## src/rtl/dfr_pkg.sv

```systemverilog
`timescale 1ns / 1ps
// ----------------------------------------------------------------------------
// Delimited frame receiver package
// Shared constants, codes and types for the frame receiver.
// ----------------------------------------------------------------------------
package dfr_pkg;

  // Default sizing of the frame store.
  localparam int MAX_FRAME_DEF = 64;
  localparam int NUM_SLOTS_DEF = 3;

  // Configuration port widths.
  localparam int CFG_IDX_W  = 3;
  localparam int CFG_DATA_W = 8;

  // Configuration register indexes.
  localparam logic [CFG_IDX_W-1:0] REG_START_A = 3'd0;
  localparam logic [CFG_IDX_W-1:0] REG_START_B = 3'd1;
  localparam logic [CFG_IDX_W-1:0] REG_START_C = 3'd2;
  localparam logic [CFG_IDX_W-1:0] REG_END_A   = 3'd3;
  localparam logic [CFG_IDX_W-1:0] REG_END_B   = 3'd4;
  localparam logic [CFG_IDX_W-1:0] REG_END_C   = 3'd5;
  localparam logic [CFG_IDX_W-1:0] REG_ECHO    = 3'd6;

  // Register reset values.
  localparam logic [7:0] START_A_RST = 8'd91;
  localparam logic [7:0] START_B_RST = 8'd91;
  localparam logic [7:0] START_C_RST = 8'd123;
  localparam logic [7:0] END_A_RST   = 8'd93;
  localparam logic [7:0] END_B_RST   = 8'd93;
  localparam logic [7:0] END_C_RST   = 8'd125;

  // Request operations.
  localparam logic OP_BYTE = 1'b0;
  localparam logic OP_READ = 1'b1;

  // Result kinds.
  localparam logic [1:0] KIND_ECHO   = 2'd0;
  localparam logic [1:0] KIND_STORED = 2'd1;
  localparam logic [1:0] KIND_READ   = 2'd2;

  // Delimiter pair codes.
  typedef logic [1:0] pair_t;
  localparam pair_t PAIR_NONE = 2'd0;
  localparam pair_t PAIR_A    = 2'd1;
  localparam pair_t PAIR_B    = 2'd2;
  localparam pair_t PAIR_C    = 2'd3;

  // Control sequencer states.
  typedef enum logic {
    ST_IDLE,
    ST_READ
  } state_t;

endpackage

```

## src/rtl/dfr_ram.sv

```systemverilog
`timescale 1ns / 1ps
// ----------------------------------------------------------------------------
// Frame receiver RAM
// Simple dual-port RAM: one write port, one read port with registered data.
// ----------------------------------------------------------------------------
module dfr_ram #(
  parameter int WIDTH = 8,
  parameter int DEPTH = 256,
  localparam int AW   = $clog2(DEPTH)
) (
  input  logic             clk,
  input  logic             we,
  input  logic [AW-1:0]    waddr,
  input  logic [WIDTH-1:0] wdata,
  input  logic             re,
  input  logic [AW-1:0]    raddr,
  output logic [WIDTH-1:0] rdata
);

  logic [WIDTH-1:0] mem [DEPTH];

  // Write port.
  always_ff @(posedge clk) begin
    if (we) begin
      mem[waddr] <= wdata;
    end
  end

  // Read port; the data register holds while no read is issued.
  always_ff @(posedge clk) begin
    if (re) begin
      rdata <= mem[raddr];
    end
  end

endmodule

```

## src/rtl/delimited_frame_receiver.sv

```systemverilog
`timescale 1ns / 1ps
// ----------------------------------------------------------------------------
// Delimited frame receiver
// A byte request's echo or frame-stored result appears on the master side the
// cycle after acceptance. A non-empty read passes the read context, RAM data
// and output registers, then yields one byte per cycle while the master side
// accepts, set by the single read port of the frame RAM; the next request is
// taken after the last byte has left the RAM. Reset is synchronous: control
// state clears, slot lengths read zero and the slot counter points at the last
// slot; no clearing pass is run, and RAM content is undefined until written.
// ----------------------------------------------------------------------------
module delimited_frame_receiver #(
  parameter int MAX_FRAME = dfr_pkg::MAX_FRAME_DEF,
  parameter int NUM_SLOTS = dfr_pkg::NUM_SLOTS_DEF
) (
  input  logic                         clk,
  input  logic                         rst,
  // Configuration write port
  input  logic                         cfg_we,
  input  logic [dfr_pkg::CFG_IDX_W-1:0]  cfg_index,
  input  logic [dfr_pkg::CFG_DATA_W-1:0] cfg_data,
  // Request stream
  input  logic                         s_tvalid,
  output logic                         s_tready,
  input  logic [15:0]                  s_tdata,   // rx_byte[7:0], armed[8], zero pad
  input  logic [0:0]                   s_tuser,   // op[0]
  // Result stream
  output logic                         m_tvalid,
  input  logic                         m_tready,
  output logic [23:0]                  m_tdata,   // data_byte[7:0], slot[9:8],
                                                  // frame_length[16:10], overflow[17],
                                                  // empty_res[18], zero pad
  output logic [1:0]                   m_tuser,   // kind[1:0]
  output logic                         m_tlast
);

  import dfr_pkg::*;

  localparam int IDX_W  = $clog2(MAX_FRAME);
  localparam int LEN_W  = $clog2(MAX_FRAME + 1);
  localparam int SIDX_W = $clog2(NUM_SLOTS);
  localparam int PHYS_W = $clog2(NUM_SLOTS + 1);
  localparam int SLOT_W = $clog2(NUM_SLOTS + 1);
  localparam int RAM_DEPTH = (NUM_SLOTS + 1) * (2 ** IDX_W);
  localparam int RAM_AW    = PHYS_W + IDX_W;

  localparam logic [SIDX_W-1:0] SIDX_LAST = SIDX_W'(NUM_SLOTS - 1);
  localparam logic [LEN_W-1:0]  LEN_MAX   = LEN_W'(MAX_FRAME);

  // Configuration registers.
  logic [7:0] start_a, start_b, start_c;
  logic [7:0] end_a, end_b, end_c;
  logic       echo_en;

  always_ff @(posedge clk) begin
    if (rst) begin
      start_a <= START_A_RST;
      start_b <= START_B_RST;
      start_c <= START_C_RST;
      end_a   <= END_A_RST;
      end_b   <= END_B_RST;
      end_c   <= END_C_RST;
      echo_en <= 1'b1;
    end else if (cfg_we) begin
      case (cfg_index)
        REG_START_A: start_a <= cfg_data[7:0];
        REG_START_B: start_b <= cfg_data[7:0];
        REG_START_C: start_c <= cfg_data[7:0];
        REG_END_A:   end_a   <= cfg_data[7:0];
        REG_END_B:   end_b   <= cfg_data[7:0];
        REG_END_C:   end_c   <= cfg_data[7:0];
        REG_ECHO:    echo_en <= cfg_data[0];
        default: ;
      endcase
    end
  end

  // Request fields.
  logic       op;
  logic [7:0] rx;
  logic       arm_in;
  logic       accept;

  assign op     = s_tuser[0];
  assign rx     = s_tdata[7:0];
  assign arm_in = s_tdata[8];
  assign accept = s_tvalid & s_tready;

  // Frame state. The RAM holds NUM_SLOTS + 1 physical buffers: one collects
  // the open frame, the others back the logical slots through slot_map. A
  // completed frame is stored by swapping its buffer into the target slot.
  logic                  approval, approval_next;
  logic                  in_frame, in_frame_next;
  pair_t                 pair, pair_next;
  logic [LEN_W-1:0]      work_length, work_length_next;
  logic                  work_ovf, work_ovf_next;
  logic [PHYS_W-1:0]     work_phys, work_phys_next;
  logic [SIDX_W-1:0]     cnt, cnt_next;
  logic [PHYS_W-1:0]     slot_map [NUM_SLOTS];
  logic [PHYS_W-1:0]     slot_map_next [NUM_SLOTS];
  logic [LEN_W-1:0]      slot_len [NUM_SLOTS];
  logic [LEN_W-1:0]      slot_len_next [NUM_SLOTS];

  // Read sequencer state.
  state_t                state, state_next;
  logic [PHYS_W-1:0]     rd_phys;
  logic [LEN_W-1:0]      rd_len;
  logic [SIDX_W-1:0]     rd_slot;
  logic [LEN_W-1:0]      rd_idx;
  logic                  rd_pending;
  logic                  rd_last;
  logic                  rd_issue;
  logic                  rd_load;
  logic                  rd_done;

  // Output register.
  logic                  out_free;
  logic [1:0]            out_kind;
  logic [7:0]            out_data;
  logic [1:0]            out_slot;
  logic [6:0]            out_len;
  logic                  out_ovf;
  logic                  out_empty;
  logic                  out_last;

  // Immediate result of a request (echo, frame stored, empty read).
  logic                  res_valid;
  logic [1:0]            res_kind;
  logic [7:0]            res_data;
  logic [SLOT_W-1:0]     res_slot;
  logic [LEN_W-1:0]      res_len;
  logic                  res_ovf;
  logic                  res_empty;

  // RAM ports.
  logic                  wr_en;
  logic [RAM_AW-1:0]     wr_addr;
  logic [RAM_AW-1:0]     rd_addr;
  logic [7:0]            ram_rdata;

  // Delimiter matching.
  logic                  appr_eff;
  pair_t                 start_match;
  logic                  is_end;
  logic                  room;
  logic [LEN_W-1:0]      len_upd;
  logic [SIDX_W-1:0]     tgt;

  assign out_free = !m_tvalid || m_tready;
  assign appr_eff = approval || arm_in;
  assign room     = (work_length < LEN_MAX);
  assign len_upd  = room ? (work_length + LEN_W'(1)) : work_length;
  assign tgt      = (cnt == SIDX_LAST) ? '0 : (cnt + SIDX_W'(1));

  always_comb begin
    if (rx == start_a) begin
      start_match = PAIR_A;
    end else if (rx == start_b) begin
      start_match = PAIR_B;
    end else if (rx == start_c) begin
      start_match = PAIR_C;
    end else begin
      start_match = PAIR_NONE;
    end
  end

  assign is_end = ((pair == PAIR_A) && (rx == end_a)) ||
                  ((pair == PAIR_B) && (rx == end_b)) ||
                  ((pair == PAIR_C) && (rx == end_c));

  // Request handling: frame collection, slot bookkeeping and short results.
  always_comb begin
    approval_next    = approval;
    in_frame_next    = in_frame;
    pair_next        = pair;
    work_length_next = work_length;
    work_ovf_next    = work_ovf;
    work_phys_next   = work_phys;
    cnt_next         = cnt;
    slot_map_next    = slot_map;
    slot_len_next    = slot_len;
    wr_en            = 1'b0;
    wr_addr          = {work_phys, work_length[IDX_W-1:0]};
    res_valid        = 1'b0;
    res_kind         = KIND_ECHO;
    res_data         = '0;
    res_slot         = '0;
    res_len          = '0;
    res_ovf          = 1'b0;
    res_empty        = 1'b0;

    if (accept) begin
      if (arm_in) begin
        approval_next = 1'b1;
      end
      if (op == OP_READ) begin
        // Read the slot under the counter, then step the counter back.
        cnt_next = (cnt == '0) ? SIDX_LAST : (cnt - SIDX_W'(1));
        if (slot_len[cnt] == '0) begin
          res_valid = 1'b1;
          res_kind  = KIND_READ;
          res_slot  = SLOT_W'(cnt) + SLOT_W'(1);
          res_empty = 1'b1;
        end
      end else if (!in_frame) begin
        // Outside a frame and when armed: look for a start delimiter, else echo if enabled.
        if (appr_eff) begin
          if (start_match != PAIR_NONE) begin
            in_frame_next    = 1'b1;
            pair_next        = start_match;
            wr_en            = 1'b1;
            wr_addr          = {work_phys, IDX_W'(0)};
            work_length_next = LEN_W'(1);
            work_ovf_next    = 1'b0;
          end else if (echo_en) begin
            res_valid = 1'b1;
            res_kind  = KIND_ECHO;
            res_data  = rx;
          end
        end
      end else begin
        // Inside a frame: append while there is room, flag the rest.
        if (room) begin
          wr_en = 1'b1;
        end else begin
          work_ovf_next = 1'b1;
        end
        work_length_next = len_upd;
        if (is_end) begin
          // Hand the collecting buffer to the next slot and take its old one.
          cnt_next           = tgt;
          slot_map_next[tgt] = work_phys;
          work_phys_next     = slot_map[tgt];
          slot_len_next[tgt] = len_upd;
          res_valid          = 1'b1;
          res_kind           = KIND_STORED;
          res_slot           = SLOT_W'(tgt) + SLOT_W'(1);
          res_len            = len_upd;
          res_ovf            = work_ovf || !room;
          in_frame_next      = 1'b0;
          approval_next      = 1'b0;
          pair_next          = PAIR_NONE;
          work_length_next   = '0;
          work_ovf_next      = 1'b0;
        end
      end
    end
  end

  // Frame state registers.
  always_ff @(posedge clk) begin
    if (rst) begin
      approval    <= 1'b0;
      in_frame    <= 1'b0;
      pair        <= PAIR_NONE;
      work_length <= '0;
      work_ovf    <= 1'b0;
      work_phys   <= PHYS_W'(NUM_SLOTS);
      cnt         <= SIDX_LAST;
      for (int i = 0; i < NUM_SLOTS; i++) begin
        slot_map[i] <= PHYS_W'(i);
        slot_len[i] <= '0;
      end
    end else begin
      approval    <= approval_next;
      in_frame    <= in_frame_next;
      pair        <= pair_next;
      work_length <= work_length_next;
      work_ovf    <= work_ovf_next;
      work_phys   <= work_phys_next;
      cnt         <= cnt_next;
      slot_map    <= slot_map_next;
      slot_len    <= slot_len_next;
    end
  end

  // Read sequencer: next state.
  assign rd_done = (rd_idx == rd_len) && !rd_pending;

  always_comb begin
    state_next = state;
    case (state)
      ST_IDLE: begin
        if (accept && (op == OP_READ) && (slot_len[cnt] != '0)) begin
          state_next = ST_READ;
        end
      end
      ST_READ: begin
        if (rd_done) begin
          state_next = ST_IDLE;
        end
      end
      default: state_next = ST_IDLE;
    endcase
  end

  // Read sequencer: outputs. A RAM read is issued when the RAM data register holds
  // no pending byte, or when its byte leaves for the output register in the same cycle.
  always_comb begin
    s_tready = 1'b0;
    rd_load  = 1'b0;
    rd_issue = 1'b0;
    case (state)
      ST_IDLE: begin
        s_tready = out_free;
      end
      ST_READ: begin
        rd_load  = rd_pending && out_free;
        rd_issue = (rd_idx != rd_len) && (!rd_pending || rd_load);
      end
      default: ;
    endcase
  end

  always_ff @(posedge clk) begin
    if (rst) begin
      state      <= ST_IDLE;
      rd_pending <= 1'b0;
    end else begin
      state <= state_next;
      if (rd_issue) begin
        rd_pending <= 1'b1;
      end else if (rd_load) begin
        rd_pending <= 1'b0;
      end
    end
  end

  // Read context, captured when a read request is taken.
  always_ff @(posedge clk) begin
    if (accept && (op == OP_READ)) begin
      rd_phys <= slot_map[cnt];
      rd_len  <= slot_len[cnt];
      rd_slot <= cnt;
      rd_idx  <= '0;
    end else if (rd_issue) begin
      rd_idx  <= rd_idx + LEN_W'(1);
      rd_last <= (rd_idx == (rd_len - LEN_W'(1)));
    end
  end

  assign rd_addr = {rd_phys, rd_idx[IDX_W-1:0]};

  // Frame RAM. Writes happen only while idle and reads only while reading,
  // so the two ports never touch the same entry in one cycle.
  dfr_ram #(
    .WIDTH (8),
    .DEPTH (RAM_DEPTH)
  ) u_frame_ram (
    .clk   (clk),
    .we    (wr_en),
    .waddr (wr_addr),
    .wdata (rx),
    .re    (rd_issue),
    .raddr (rd_addr),
    .rdata (ram_rdata)
  );

  // Output register.
  always_ff @(posedge clk) begin
    if (rst) begin
      m_tvalid <= 1'b0;
    end else if (res_valid || rd_load) begin
      m_tvalid <= 1'b1;
    end else if (m_tready) begin
      m_tvalid <= 1'b0;
    end
  end

  always_ff @(posedge clk) begin
    if (res_valid) begin
      out_kind  <= res_kind;
      out_data  <= res_data;
      out_slot  <= 2'(res_slot);
      out_len   <= 7'(res_len);
      out_ovf   <= res_ovf;
      out_empty <= res_empty;
      out_last  <= 1'b1;
    end else if (rd_load) begin
      out_kind  <= KIND_READ;
      out_data  <= ram_rdata;
      out_slot  <= 2'(SLOT_W'(rd_slot) + SLOT_W'(1));
      out_len   <= 7'(rd_len);
      out_ovf   <= 1'b0;
      out_empty <= 1'b0;
      out_last  <= rd_last;
    end
  end

  assign m_tdata = {5'd0, out_empty, out_ovf, out_len, out_slot, out_data};
  assign m_tuser = out_kind;
  assign m_tlast = out_last;

endmodule
```

## config.mk

```make
export PLATFORM = sky130hd
export DESIGN_NAME = delimited_frame_receiver
export DESIGN_NICKNAME = d
export VERILOG_FILES = /design/src/rtl/dfr_pkg.sv /design/src/rtl/dfr_ram.sv /design/src/rtl/delimited_frame_receiver.sv
export SDC_FILE = /design/constraint.sdc
export NUM_CORES = 2
export LEC_CHECK = 0
export BUFFER_PORTS_ARGS = -buffer_cell sky130_fd_sc_hd__clkbuf_2
export CELL_PAD_IN_SITES_DETAIL_PLACEMENT = 1
export CELL_PAD_IN_SITES_GLOBAL_PLACEMENT = 1
export CORE_AREA = 2 2 420 422
export CTS_CLUSTER_SIZE = 10
export DETAILED_ROUTE_END_ITERATION = 8
export DIE_AREA = 0 0 422 424
export PLACE_DENSITY_LB_ADDON = 0.1
export SETUP_SLACK_MARGIN = 0.1
export SLEW_MARGIN = 20
export SYNTH_ARGS = -nofsm -noshare
export SYNTH_HDL_FRONTEND = slang
export SYNTH_SLANG_ARGS = --single-unit
```

## constraint.sdc

```tcl
create_clock -name clk -period 2.95 [get_ports clk]
set_input_delay 0.1475 -clock clk [delete_from_list [all_inputs] [get_ports clk]]
set_output_delay 0.1475 -clock clk [all_outputs]
set_load 0.005 [all_outputs]
```

==> key figures <==
STA
  • Setup_tns: -3.60 ns
  • Worst Slack Setup Final: -0.338 ns
  • Final hold violation count: 0
  • Skew final: 0.0482 ns
  • Worst Tran Pin Value: 1.24 ns
  • Period Utilization, post-route: 111%
  • Setup Viol. Count Final: 80
  • RSZ-0062 raised after global routing: yes
  • Max-Slew Margin vs Limit: 16.0%
  • Tmin final: 3.29 ns
  • F_max: 304 MHz
  • Hold WS: 0.216 ns
  • Final Max Tran Viols: 0

Route
  • Total number of vias: 51048
  • Routed length per instance: 36.0 um
  • Antenna Violating Nets Remaining: 0
  • DRT iter0 DRCs: 6104
  • First drt pass iteration count: 5
  • Drc violations: 0
  • DR vias/cell: 6.39
  • Post-Route WL: 288000 um

Clock tree
  • H-tree levels: 4
  • Clock slew at reported path FFs: 0.06 ns
  • Maximum clock insertion buffer count: 3
  • Total CTS buffers: 241
  • Clk Latency, worst-skew pair: 0.90 ns
  • TritonCTS clock tree: yes
  • CTS Sinks: 2192
  • Root Buffer: clkbuf_16

Global routing
  • Grt total ovfl: 0
  • Initial antenna violation count: 9
  • Vias in the first global route: 51705
  • GRT Total Usage: 31.5%
  • Largest net degree at the start of global routing: 201
  • First-pass GRT wire length: 397000 um

Finish
  • Layout Area Growth over Synthesis: 25.5%
  • Commonest cells after routing, fill and taps aside: edfxtp_1, buf_4, mux4_2
  • Final #Nets: 5618
  • Fill cells: 14740
  • Finished Layout Cells: 7986
  • Most common cell after layout, fill and taps aside: edfxtp_1
  • Share of cells above drive strength 1: 38.3%

Flow run
  • Number of max-cap violations: 0

Synth
  • Syn avg cell area: 19.1 um2
  • Share of the synthesized area in the top cell type: 72.3%
  • Synth area leader: edfxtp_1
  • Mapped Cells: 4538
  • Flops & latches, synth: 2192
  • Ys Warns: 0
  • Synth top area cells: edfxtp_1, mux4_2, mux2i_1
  • Netlist cell types: 87
  • Most used DFF post-synth: edfxtp_1
  • Number of synthesized flops with an enable pin: 2089
  • Fraction of registers with async set/reset: 0%
  • Sequential area share after synthesis: 74.6%
  • Post-synthesis instance area: 86800 um2

Setup path
  • Slowest-stage cell, CP: a222oi_1
  • Slowest cell delay on critical path: 0.54 ns
  • CP Max Fanout: 10
  • Crit path to: u_frame_ram.rdata[5]$_DFFE_PP_
  • R2R Setup Slk: -0.34 ns
  • R2R Path End: u_frame_ram.rdata[5]$_DFFE_PP_
  • CP arrival: 3.91 ns
  • Crit Path Category: reg -> reg
  • CP endpoint kind: register
  • Critical Path Start: rd_idx[2]$_SDFFE_PP0P_
  • Reg2Reg Launch Point: rd_idx[2]$_SDFFE_PP0P_
  • Startpoint Class: register
  • Req. time, crit path: 3.57 ns
  • R2r worst-path depth: 10
  • CP Cell Sequence: buf_4 > nor2b_4 > buf_6 > a22o_1 > a2111oi_4 > a221o_2 > a222oi_1 > buf_4 > a21oi_2 > a22o_1

Die
  • Site Rows: 154
  • Starting density of the core: 49.6%
  • Die X: 422 um
  • Die Area: 179000 um2
  • Ports: 62
  • Die outline height: 424 um
  • Core Area: 175000 um2

Power
  • Flop pwr share: 55.2%
  • Net Sw Frac: 20.7%
  • Leakage: 34.9 nW
  • Sw Pwr: 12.8 mW
  • Clock power frac: 42.9%
  • P_int: 49.1 mW
  • Pwr Density: 568 nW/um2
  • Gate power share: 1.9%
  • Max IR drop VDD: 0.000636 V

Hold path
  • Hold crit path type: in -> reg

Run status
  • Status: finished with violations
  • Violated checks: setup timing

Place
  • Dpl ws: -0.984 ns
  • Final HPWL DP: 184000 um
  • GPL Wtd Cong: 0.904
  • Placed cell count: 7436
  • Port bufs: 49
==> per-stage QoR <==
step           util [%]  power [mW]  cell area (um2)
2_1_floorplan         -        35.0            86800
3_3_place_gp       54.6        35.8            95500
5_1_grt            62.3        63.3           109000
6_report           62.3        61.9           109000
4_1_cts            60.4        62.1           106000
3_5_place_dp       54.6        35.9            95500
==> worst min-delay path by stage <==
stage                                   start  slack [ns]  cells after the start                               to
finish                            cfg_data[4]        0.22                      4            end_c[4]$_SDFFE_PP1P_
global route                      cfg_data[4]        0.22                      3          start_a[4]$_SDFFE_PP1P_
CTS                               cfg_data[6]        0.13                      4            end_a[6]$_SDFFE_PP1P_
detailed placement  slot_len[11]$_SDFFE_PP0P_        0.45                      2        slot_len[11]$_SDFFE_PP0P_
global placement            rd_last$_DFFE_PP_        0.44                      2             m_tlast$_SDFFE_PP1P_
floorplan                          s_tdata[0]        0.25                      0  u_frame_ram.mem[0][0]$_DFFE_PP_
==> layout make-up <==
class                   count  area (um2)  area share [%]
multi-input cells        2049       22900            21.0
well taps                2340        2930            2.69
flip-flops and latches   2192       64800            59.5
clock buffers             287        6220            5.71
inverters                  11        41.3          0.0379
diodes                      3        7.51         0.00689
repair buffers           1082       11600            10.7
clock inverters            22         370           0.340
==> critical path: cells and delay by family (launching register included) <==
kind | cells | cell delay (ns)
compound gates | 6 | 1.57
buf+inv | 3 | 0.75
flops | 1 | 0.47
simple gates | 1 | 0.21
==> power groups by stage <==
| stage | Sequential [mW] | Combinational (mW) | Clock [mW] |
|---|---|---|---|
| 6_report | 34.2 | 1.16 | 26.5 |
| 5_1_grt | 34.1 | 1.22 | 27.9 |
| 4_1_cts | 34.1 | 1.14 | 26.8 |
| 3_5_place_dp | 34.8 | 1.07 | 0 |
| 3_3_place_gp | 34.8 | 1.03 | 0 |
| 2_1_floorplan | 34.8 | 0.254 | 0 |
==> sequential cells by signal, summed over array words and instances, names as in the netlist, 6 cells and up <==
| name | count |
|---|---|
| u_frame_ram.mem | 2048 |
| slot_len | 21 |
| end_a | 8 |
| end_b | 8 |
| end_c | 8 |
| out_data | 8 |
| start_a | 8 |
| start_b | 8 |
| start_c | 8 |
| u_frame_ram.rdata | 8 |
| out_len | 7 |
| rd_idx | 7 |
| rd_len | 7 |
| work_length | 7 |
| slot_map | 6 |
==> cell families after synthesis <==
| kind of cell | share of synthesized area (%) |
|---|---|
| DFF | 74.6 |
| and+or+nand+nor | 4.24 |
| muxes | 14.1 |
| AOI/OAI and AO/OA | 4.09 |
| buffers and inverters | 2.13 |
| xor gates and xnor gates | 0.726 |
| adders and majority gates | 0.115 |
| other | 0.00432 |
==> timing repair <==
action                                  in CTS  in global routing
buffers inserted                            85                100
hold endpoints to repair                   239                  0
pin swaps                                   60                125
hold buffers                                37                  0
resized for setup                          477                539
endpoints found under the setup margin    2021               1956
gates cloned                                14                  8
==> cells in the mapped netlist (23+ instances only) <==
| master | instances |
|---|---|
| edfxtp_1 | 2089 |
| mux4_2 | 412 |
| nor2_1 | 308 |
| mux2i_1 | 252 |
| nand2_1 | 194 |
| buf_2 | 108 |
| a21oi_1 | 105 |
| dfxtp_1 | 103 |
| clkbuf_1 | 85 |
| a22oi_1 | 79 |
| nand3_1 | 55 |
| nor3_1 | 50 |
| o22ai_1 | 49 |
| xor2_1 | 49 |
| buf_4 | 45 |
| a211oi_1 | 44 |
| nand3b_1 | 36 |
| nor2b_1 | 36 |
| a22o_1 | 35 |
| buf_6 | 32 |
| o21ai_0 | 32 |
| xnor2_1 | 23 |
==> per-layer routing <==
metal	part of all wire (%)	track usage, %	vias up
met5	0.012	0	-
met4	3.9	11.7	6
met3	9.0	6.19	480
met2	48	50.1	2651
met1	39	43.7	27402
li1	-	-	20509
(Power assumes the default switching activity.)
